`config.mk`:
```
export PLATFORM = sky130hd
export DESIGN_NAME = hns_front
export DESIGN_NICKNAME = d
export VERILOG_FILES = /design/src/rtl/hns_pkg.sv /design/src/rtl/hns_front.sv
export SDC_FILE = /design/constraint.sdc
export NUM_CORES = 2
export LEC_CHECK = 0
export BUFFER_PORTS_ARGS = -buffer_cell sky130_fd_sc_hd__clkbuf_2
export CAP_MARGIN = 20
export CORE_AREA = 5 5 299 301
export CTS_CLUSTER_SIZE = 24
export DETAILED_ROUTE_END_ITERATION = 7
export DIE_AREA = 0 0 304 306
export PLACE_DENSITY = 0.59
export SETUP_SLACK_MARGIN = 0.4
export SYNTH_ARGS = -nofsm -noshare
export SYNTH_HDL_FRONTEND = slang
export SYNTH_SLANG_ARGS = --single-unit
export TNS_END_PERCENT = 30
```
`constraint.sdc`:
```
create_clock -name clk -period 8.2 [get_ports clk]
set_input_delay 0 -clock clk [delete_from_list [all_inputs] [get_ports clk]]
set_output_delay 0 -clock clk [all_outputs]
set_load 0.02 [all_outputs]
```
`src/rtl/hns_pkg.sv`:
```
// Shared types and constants for the height-field normal pipeline.
package hns_pkg;

	// Grid geometry and field widths.
	localparam int GRID_SIZE = 256;
	localparam int COORD_W   = 8;
	localparam int HEIGHT_W  = 16;
	localparam int SPACING_W = 16;
	localparam logic [SPACING_W-1:0] SPACING_RESET = 16'd1024;

	// Normalization datapath widths.
	localparam int MAG_W  = 16;
	localparam int SQ_W   = 2 * MAG_W;
	localparam int LEN_W  = SQ_W + 2;
	localparam int QUO_W  = 31;
	localparam int RAD_W  = QUO_W + 1;
	localparam int ROOT_W = 16;
	localparam int SREM_W = ROOT_W + 2;
	localparam int Q_W    = 15;

	// Step counts of the divider and the square root in each lane.
	localparam int DIV_STEPS   = QUO_W;
	localparam int SQRT_STEPS  = RAD_W / 2;
	localparam int LANE_STAGES = DIV_STEPS + SQRT_STEPS + 1;

	// One input item.
	typedef struct packed {
		logic signed [HEIGHT_W-1:0] height;
		logic [COORD_W-1:0]         row;
		logic [COORD_W-1:0]         col;
	} sample_t;

	// One result item.
	typedef struct packed {
		logic signed [15:0] normal_x;
		logic [Q_W-1:0]     normal_y;
		logic signed [15:0] normal_z;
		logic [COORD_W-1:0] center_row;
		logic [COORD_W-1:0] center_col;
	} normal_t;

	// Stencil taps: three read from the line stores, plus the new sample's height.
	typedef struct packed {
		logic                       valid;
		logic signed [HEIGHT_W-1:0] up;
		logic signed [HEIGHT_W-1:0] left;
		logic signed [HEIGHT_W-1:0] right;
		logic signed [HEIGHT_W-1:0] down;
		logic [COORD_W-1:0]         row;
		logic [COORD_W-1:0]         col;
	} taps_t;

	// Item state handed from the front end to the lanes.
	typedef struct packed {
		logic               valid;
		logic [COORD_W-1:0] center_row;
		logic [COORD_W-1:0] center_col;
		logic               neg_x;
		logic               neg_z;
		logic [SQ_W-1:0]    sq_x;
		logic [SQ_W-1:0]    sq_y;
		logic [SQ_W-1:0]    sq_z;
		logic [LEN_W-1:0]   len;
	} front_t;

	// Per-item tags that ride alongside the lanes.
	typedef struct packed {
		logic [COORD_W-1:0] center_row;
		logic [COORD_W-1:0] center_col;
		logic               neg_x;
		logic               neg_z;
	} meta_t;

endpackage

```
`src/rtl/hns_front.sv`:
```
// Differences, magnitudes, squares and squared length of the normal vector.
module hns_front (
	input  logic                              clk,
	input  logic                              arst_n,
	input  logic                              en,
	input  hns_pkg::taps_t                    taps,
	input  logic [hns_pkg::SPACING_W-1:0]     spacing,
	output hns_pkg::front_t                   front
);

	logic signed [hns_pkg::HEIGHT_W:0] dx;
	logic signed [hns_pkg::HEIGHT_W:0] dz;
	logic [hns_pkg::HEIGHT_W:0]        abs_x;
	logic [hns_pkg::HEIGHT_W:0]        abs_z;
	logic [hns_pkg::SPACING_W-1:0]     s_eff;
	logic [hns_pkg::SPACING_W:0]       my_full;
	logic                              halve;
	logic                              interior;

	logic                              valid_s2, valid_s3, valid_s4;
	logic [hns_pkg::COORD_W-1:0]       row_s2, row_s3, row_s4;
	logic [hns_pkg::COORD_W-1:0]       col_s2, col_s3, col_s4;
	logic                              neg_x_s2, neg_x_s3, neg_x_s4;
	logic                              neg_z_s2, neg_z_s3, neg_z_s4;
	logic [hns_pkg::MAG_W-1:0]         mx_s2, my_s2, mz_s2;
	logic [hns_pkg::SQ_W-1:0]          sqx_s3, sqy_s3, sqz_s3;
	logic [hns_pkg::SQ_W-1:0]          sqx_s4, sqy_s4, sqz_s4;
	logic [hns_pkg::LEN_W-1:0]         len_s4;

	// Vector components as sign and magnitude, halved when the spacing term overflows.
	always_comb begin
		dx       = {taps.up[hns_pkg::HEIGHT_W-1], taps.up}
		         - {taps.down[hns_pkg::HEIGHT_W-1], taps.down};
		dz       = {taps.left[hns_pkg::HEIGHT_W-1], taps.left}
		         - {taps.right[hns_pkg::HEIGHT_W-1], taps.right};
		abs_x    = dx[hns_pkg::HEIGHT_W] ? -dx : dx;
		abs_z    = dz[hns_pkg::HEIGHT_W] ? -dz : dz;
		s_eff    = (spacing == '0) ? hns_pkg::SPACING_W'(1) : spacing;
		my_full  = {s_eff, 1'b0};
		halve    = my_full[hns_pkg::SPACING_W];
		interior = (taps.row >= hns_pkg::COORD_W'(2)) && (taps.col != '0)
		         && ({1'b0, taps.col} <= (hns_pkg::COORD_W + 1)'(hns_pkg::GRID_SIZE - 2));
	end

	// Stage 2: magnitudes.
	always_ff @(posedge clk) begin
		if (en) begin
			row_s2   <= taps.row - hns_pkg::COORD_W'(1);
			col_s2   <= taps.col;
			neg_x_s2 <= dx[hns_pkg::HEIGHT_W];
			neg_z_s2 <= dz[hns_pkg::HEIGHT_W];
			mx_s2    <= halve ? abs_x[hns_pkg::MAG_W:1] : abs_x[hns_pkg::MAG_W-1:0];
			my_s2    <= halve ? my_full[hns_pkg::MAG_W:1] : my_full[hns_pkg::MAG_W-1:0];
			mz_s2    <= halve ? abs_z[hns_pkg::MAG_W:1] : abs_z[hns_pkg::MAG_W-1:0];
		end
	end

	// Stage 3: squares.
	always_ff @(posedge clk) begin
		if (en) begin
			row_s3   <= row_s2;
			col_s3   <= col_s2;
			neg_x_s3 <= neg_x_s2;
			neg_z_s3 <= neg_z_s2;
			sqx_s3   <= mx_s2 * mx_s2;
			sqy_s3   <= my_s2 * my_s2;
			sqz_s3   <= mz_s2 * mz_s2;
		end
	end

	// Stage 4: squared length.
	always_ff @(posedge clk) begin
		if (en) begin
			row_s4   <= row_s3;
			col_s4   <= col_s3;
			neg_x_s4 <= neg_x_s3;
			neg_z_s4 <= neg_z_s3;
			sqx_s4   <= sqx_s3;
			sqy_s4   <= sqy_s3;
			sqz_s4   <= sqz_s3;
			len_s4   <= hns_pkg::LEN_W'(sqx_s3) + hns_pkg::LEN_W'(sqy_s3)
			          + hns_pkg::LEN_W'(sqz_s3);
		end
	end

	// Valid bits; border points are dropped here.
	always_ff @(posedge clk or negedge arst_n) begin
		if (!arst_n) begin
			valid_s2 <= 1'b0;
			valid_s3 <= 1'b0;
			valid_s4 <= 1'b0;
		end else if (en) begin
			valid_s2 <= taps.valid && interior;
			valid_s3 <= valid_s2;
			valid_s4 <= valid_s3;
		end
	end

	always_comb begin
		front.valid      = valid_s4;
		front.center_row = row_s4;
		front.center_col = col_s4;
		front.neg_x      = neg_x_s4;
		front.neg_z      = neg_z_s4;
		front.sq_x       = sqx_s4;
		front.sq_y       = sqy_s4;
		front.sq_z       = sqz_s4;
		front.len        = len_s4;
	end

endmodule

```
==> reports/qor.csv <==
stage,metric,value,unit
sta,period_share,89.2,%
sta,setup_violations,0,
floorplan,initial_core_util,42.7,%
placement,hpwl,67.6,mm
critical_path,critPathArrivalTime,7600,ps
outcome,violations,negative hold slack,
logic_synthesis,synth_area_leader_cell,fa_1,
logic_synthesis,yosys_warnings,0,
logic_synthesis,synth.most_common_cell,inv_1,
sta,finalCriticalPeriod,7310,ps
critical_path,cp_max_fo,17,
floorplan,die-area,0.0930,mm²
logic_synthesis,synth-main-ff-cell,edfxtp_1,
drt,ant_nets,0,
logic_synthesis,synth_area,0.0369,mm²
final_layout,stdcell_area,0.0411,mm²
floorplan,io_pins,249,
clock_network,cts_max_level,2,
clock_network,cts-root-buf,clkbuf_16,
clock_network,clock_latency,570,ps
critical_path,critPathMaxStageDelay,680,ps
floorplan,die_h,306,µm
logic_synthesis,synth_area_leaders,"fa_1 28%, edfxtp_1 26%, ha_1 13%, inv_1 8.4%, xnor2_1 3.1%",
logic_synthesis,synth-edff-count,322,
final_layout,drive_gt1_share,9.77,%
sta,tns,0,ps
drt,route.detailed.drc,0,
drt,num_vias,24700,
final_layout,syn_to_final_growth,11.6,%
outcome,status,"complete, but fails checks",
clock_network,cts_tree,done,
critical_path,end_kind,flop,
global_route,grtUsageTotal,17.9,%
job,cap_viol_max_count,0,
logic_synthesis,async_flop_share,0.923,%
logic_synthesis,syn_area_per_cell,10.4,µm²
sta,relSlewSlack,28.5,%
placement,place_area,0.0394,mm²
drt,totalWireLength,82.0,mm
sta,worst_pin_slew,1070,ps
sta,hold_viol_final,12,
drt,routedWlPerCell,16.4,µm
drt,dr.pass1.iters,5,
critical_path,cp.required,8490,ps
sta,maxSlewViolCount,0,
logic_synthesis,yosys.area.top_type_share,28.2,%
clock_network,cts_made_buffers,38,
sta,fmax,0.137,GHz
logic_synthesis,synth.yosys.seq_area_share,26.4,%
logic_synthesis,synthCells,3553,
floorplan,die_x,304,µm
global_route,grt_pass1_vias,25700,
floorplan,num_rows,108,
placement,gp_congestion,0.879,
final_layout,antenna_cells,0,
floorplan,coreArea,0.0863,mm²
sta,whs,-36.3,ps
critical_path,worstSetupStartpointType,flop,
clock_network,clock_path_buffers,3,
sta,grt_setup_unrepaired,false,
drt,drtIter0Drc,1269,
min_path,hold_class,primary input to flop,
clock_network,cts_resized,0,
sta,finClkSkew,33.6,ps
logic_synthesis,ys_ff_latch,325,
critical_path,cp_common_cell,inv_1,
clock_network,path_clk_slew,60,ps
clock_network,cts_sinks,325,
global_route,antenna_found_initial,0,
global_route,grt_max_degree,147,
logic_synthesis,synthTopCellsByCount,"829 x inv_1, 520 x fa_1, 369 x ha_1",
final_layout,nets,4818,
global_route,gr-total-overflow,0,
critical_path,critPathKind,flop to flop,
placement,portBuffers,245,
drt,viasPerCell,4.93,
logic_synthesis,synthDistinctLibCells,81,
critical_path,crit_slowest_cell,edfxtp_1,
global_route,grt_pass1_wl,135,mm
-- per-stage QoR --
step,setup WS (ps),hold WS (ps),utilization [%],instances
4_1_cts,960,26.9,47.6,5013
5_1_grt,433,18.0,47.6,5013
3_5_place_dp,989,-200,45.6,4895
6_report,890,-36.3,47.6,5013
3_3_place_gp,1080,-203,45.6,4895
2_1_floorplan,1560,-296,-,3558
-- registers in the layout (all words and copies together) (netlist names), 16 cells and up --
name	count
sqy_s3	31
sqz_s3	31
sqy_s4	31
sqx_s3	31
mz_s2	16
my_s2	16
mx_s2	16
sqx_s4	31
sqz_s4	31
len_s4	34
-- final cells by class --
type	count	area, µm²
Clock buffer	48	1010
Clock inverter	21	235
Fill cell	8098	45200
Inverter	830	3120
Multi-Input combinational cell	2316	23700
Sequential cell	325	9740
Tap cell	1155	1450
Timing Repair Buffer	318	1920
-- metal layers --
metal / vias to the layer above / routed length [µm] / global-route usage [%]
met5: - / 0 / 0
met4: 0 / 2660 / 5.22
met3: 115 / 3350 / 2.37
met2: 508 / 38800 / 30.0
met1: 12200 / 37200 / 24.7
li1: 11900 / - / -
-- path summary, 6_finish.rpt --
path / startpoint / endpoint / slack (ps) / cells after the start
hold / removal: en / col_s4[3] / -40 / 1
setup / recovery: mz_s2[2] / sqz_s3[31] / 890 / 25
min in group asynchronous: arst_n / valid_s3 / 320 / 3
hold reg to reg: col_s3[0] / col_s4[0] / 420 / 0
setup reg to reg: mz_s2[2] / sqz_s3[31] / 890 / 25
max in group asynchronous: arst_n / valid_s4 / 7730 / 3
-- cells in the final DEF (no fill, tap or decap), types with 71 or more instances in the layout --
master | netlist | final
edfxtp_1 | 322 | 322
ha_1 | 369 | 369
a21oi_1 | 146 | 146
clkbuf_2 | 0 | 244
nand2_1 | 289 | 289
xnor2_1 | 132 | 132
and2_1 | 120 | 120
inv_1 | 829 | 829
nor2_1 | 132 | 132
o21ai_0 | 71 | 71
fa_1 | 520 | 520
-- repair_timing --
action / in CTS / in global routing
hold buffers: 49 / 0
buffers inserted: 0 / 0
endpoints found under the setup margin: 0 / 0
endpoints found under the hold margin: 37 / 0
-- logic make-up after synthesis --
logic type,synth area share [%]
AOI/OAI and AO/OA,8.12
xor gates and xnor gates,4.59
adders and majority gates,40.8
buffers and inverters,9.43
DFF,26.4
muxes,0.988
other,0.0102
and+or+nand+nor,9.65
-- worst max-delay path, delay by kind of cell, from the launching register on --
kind | cells | cell delay (ps)
DFF | 1 | 680
adders and majority gates | 7 | 3390
buffers and inverters | 7 | 560
AOI/OAI and AO/OA | 4 | 1410
and+or+nand+nor | 7 | 1000
Power is left out: the tool's default activity adds up to more than one toggle a clock period on the data nets, which glitch-free logic cannot reach.
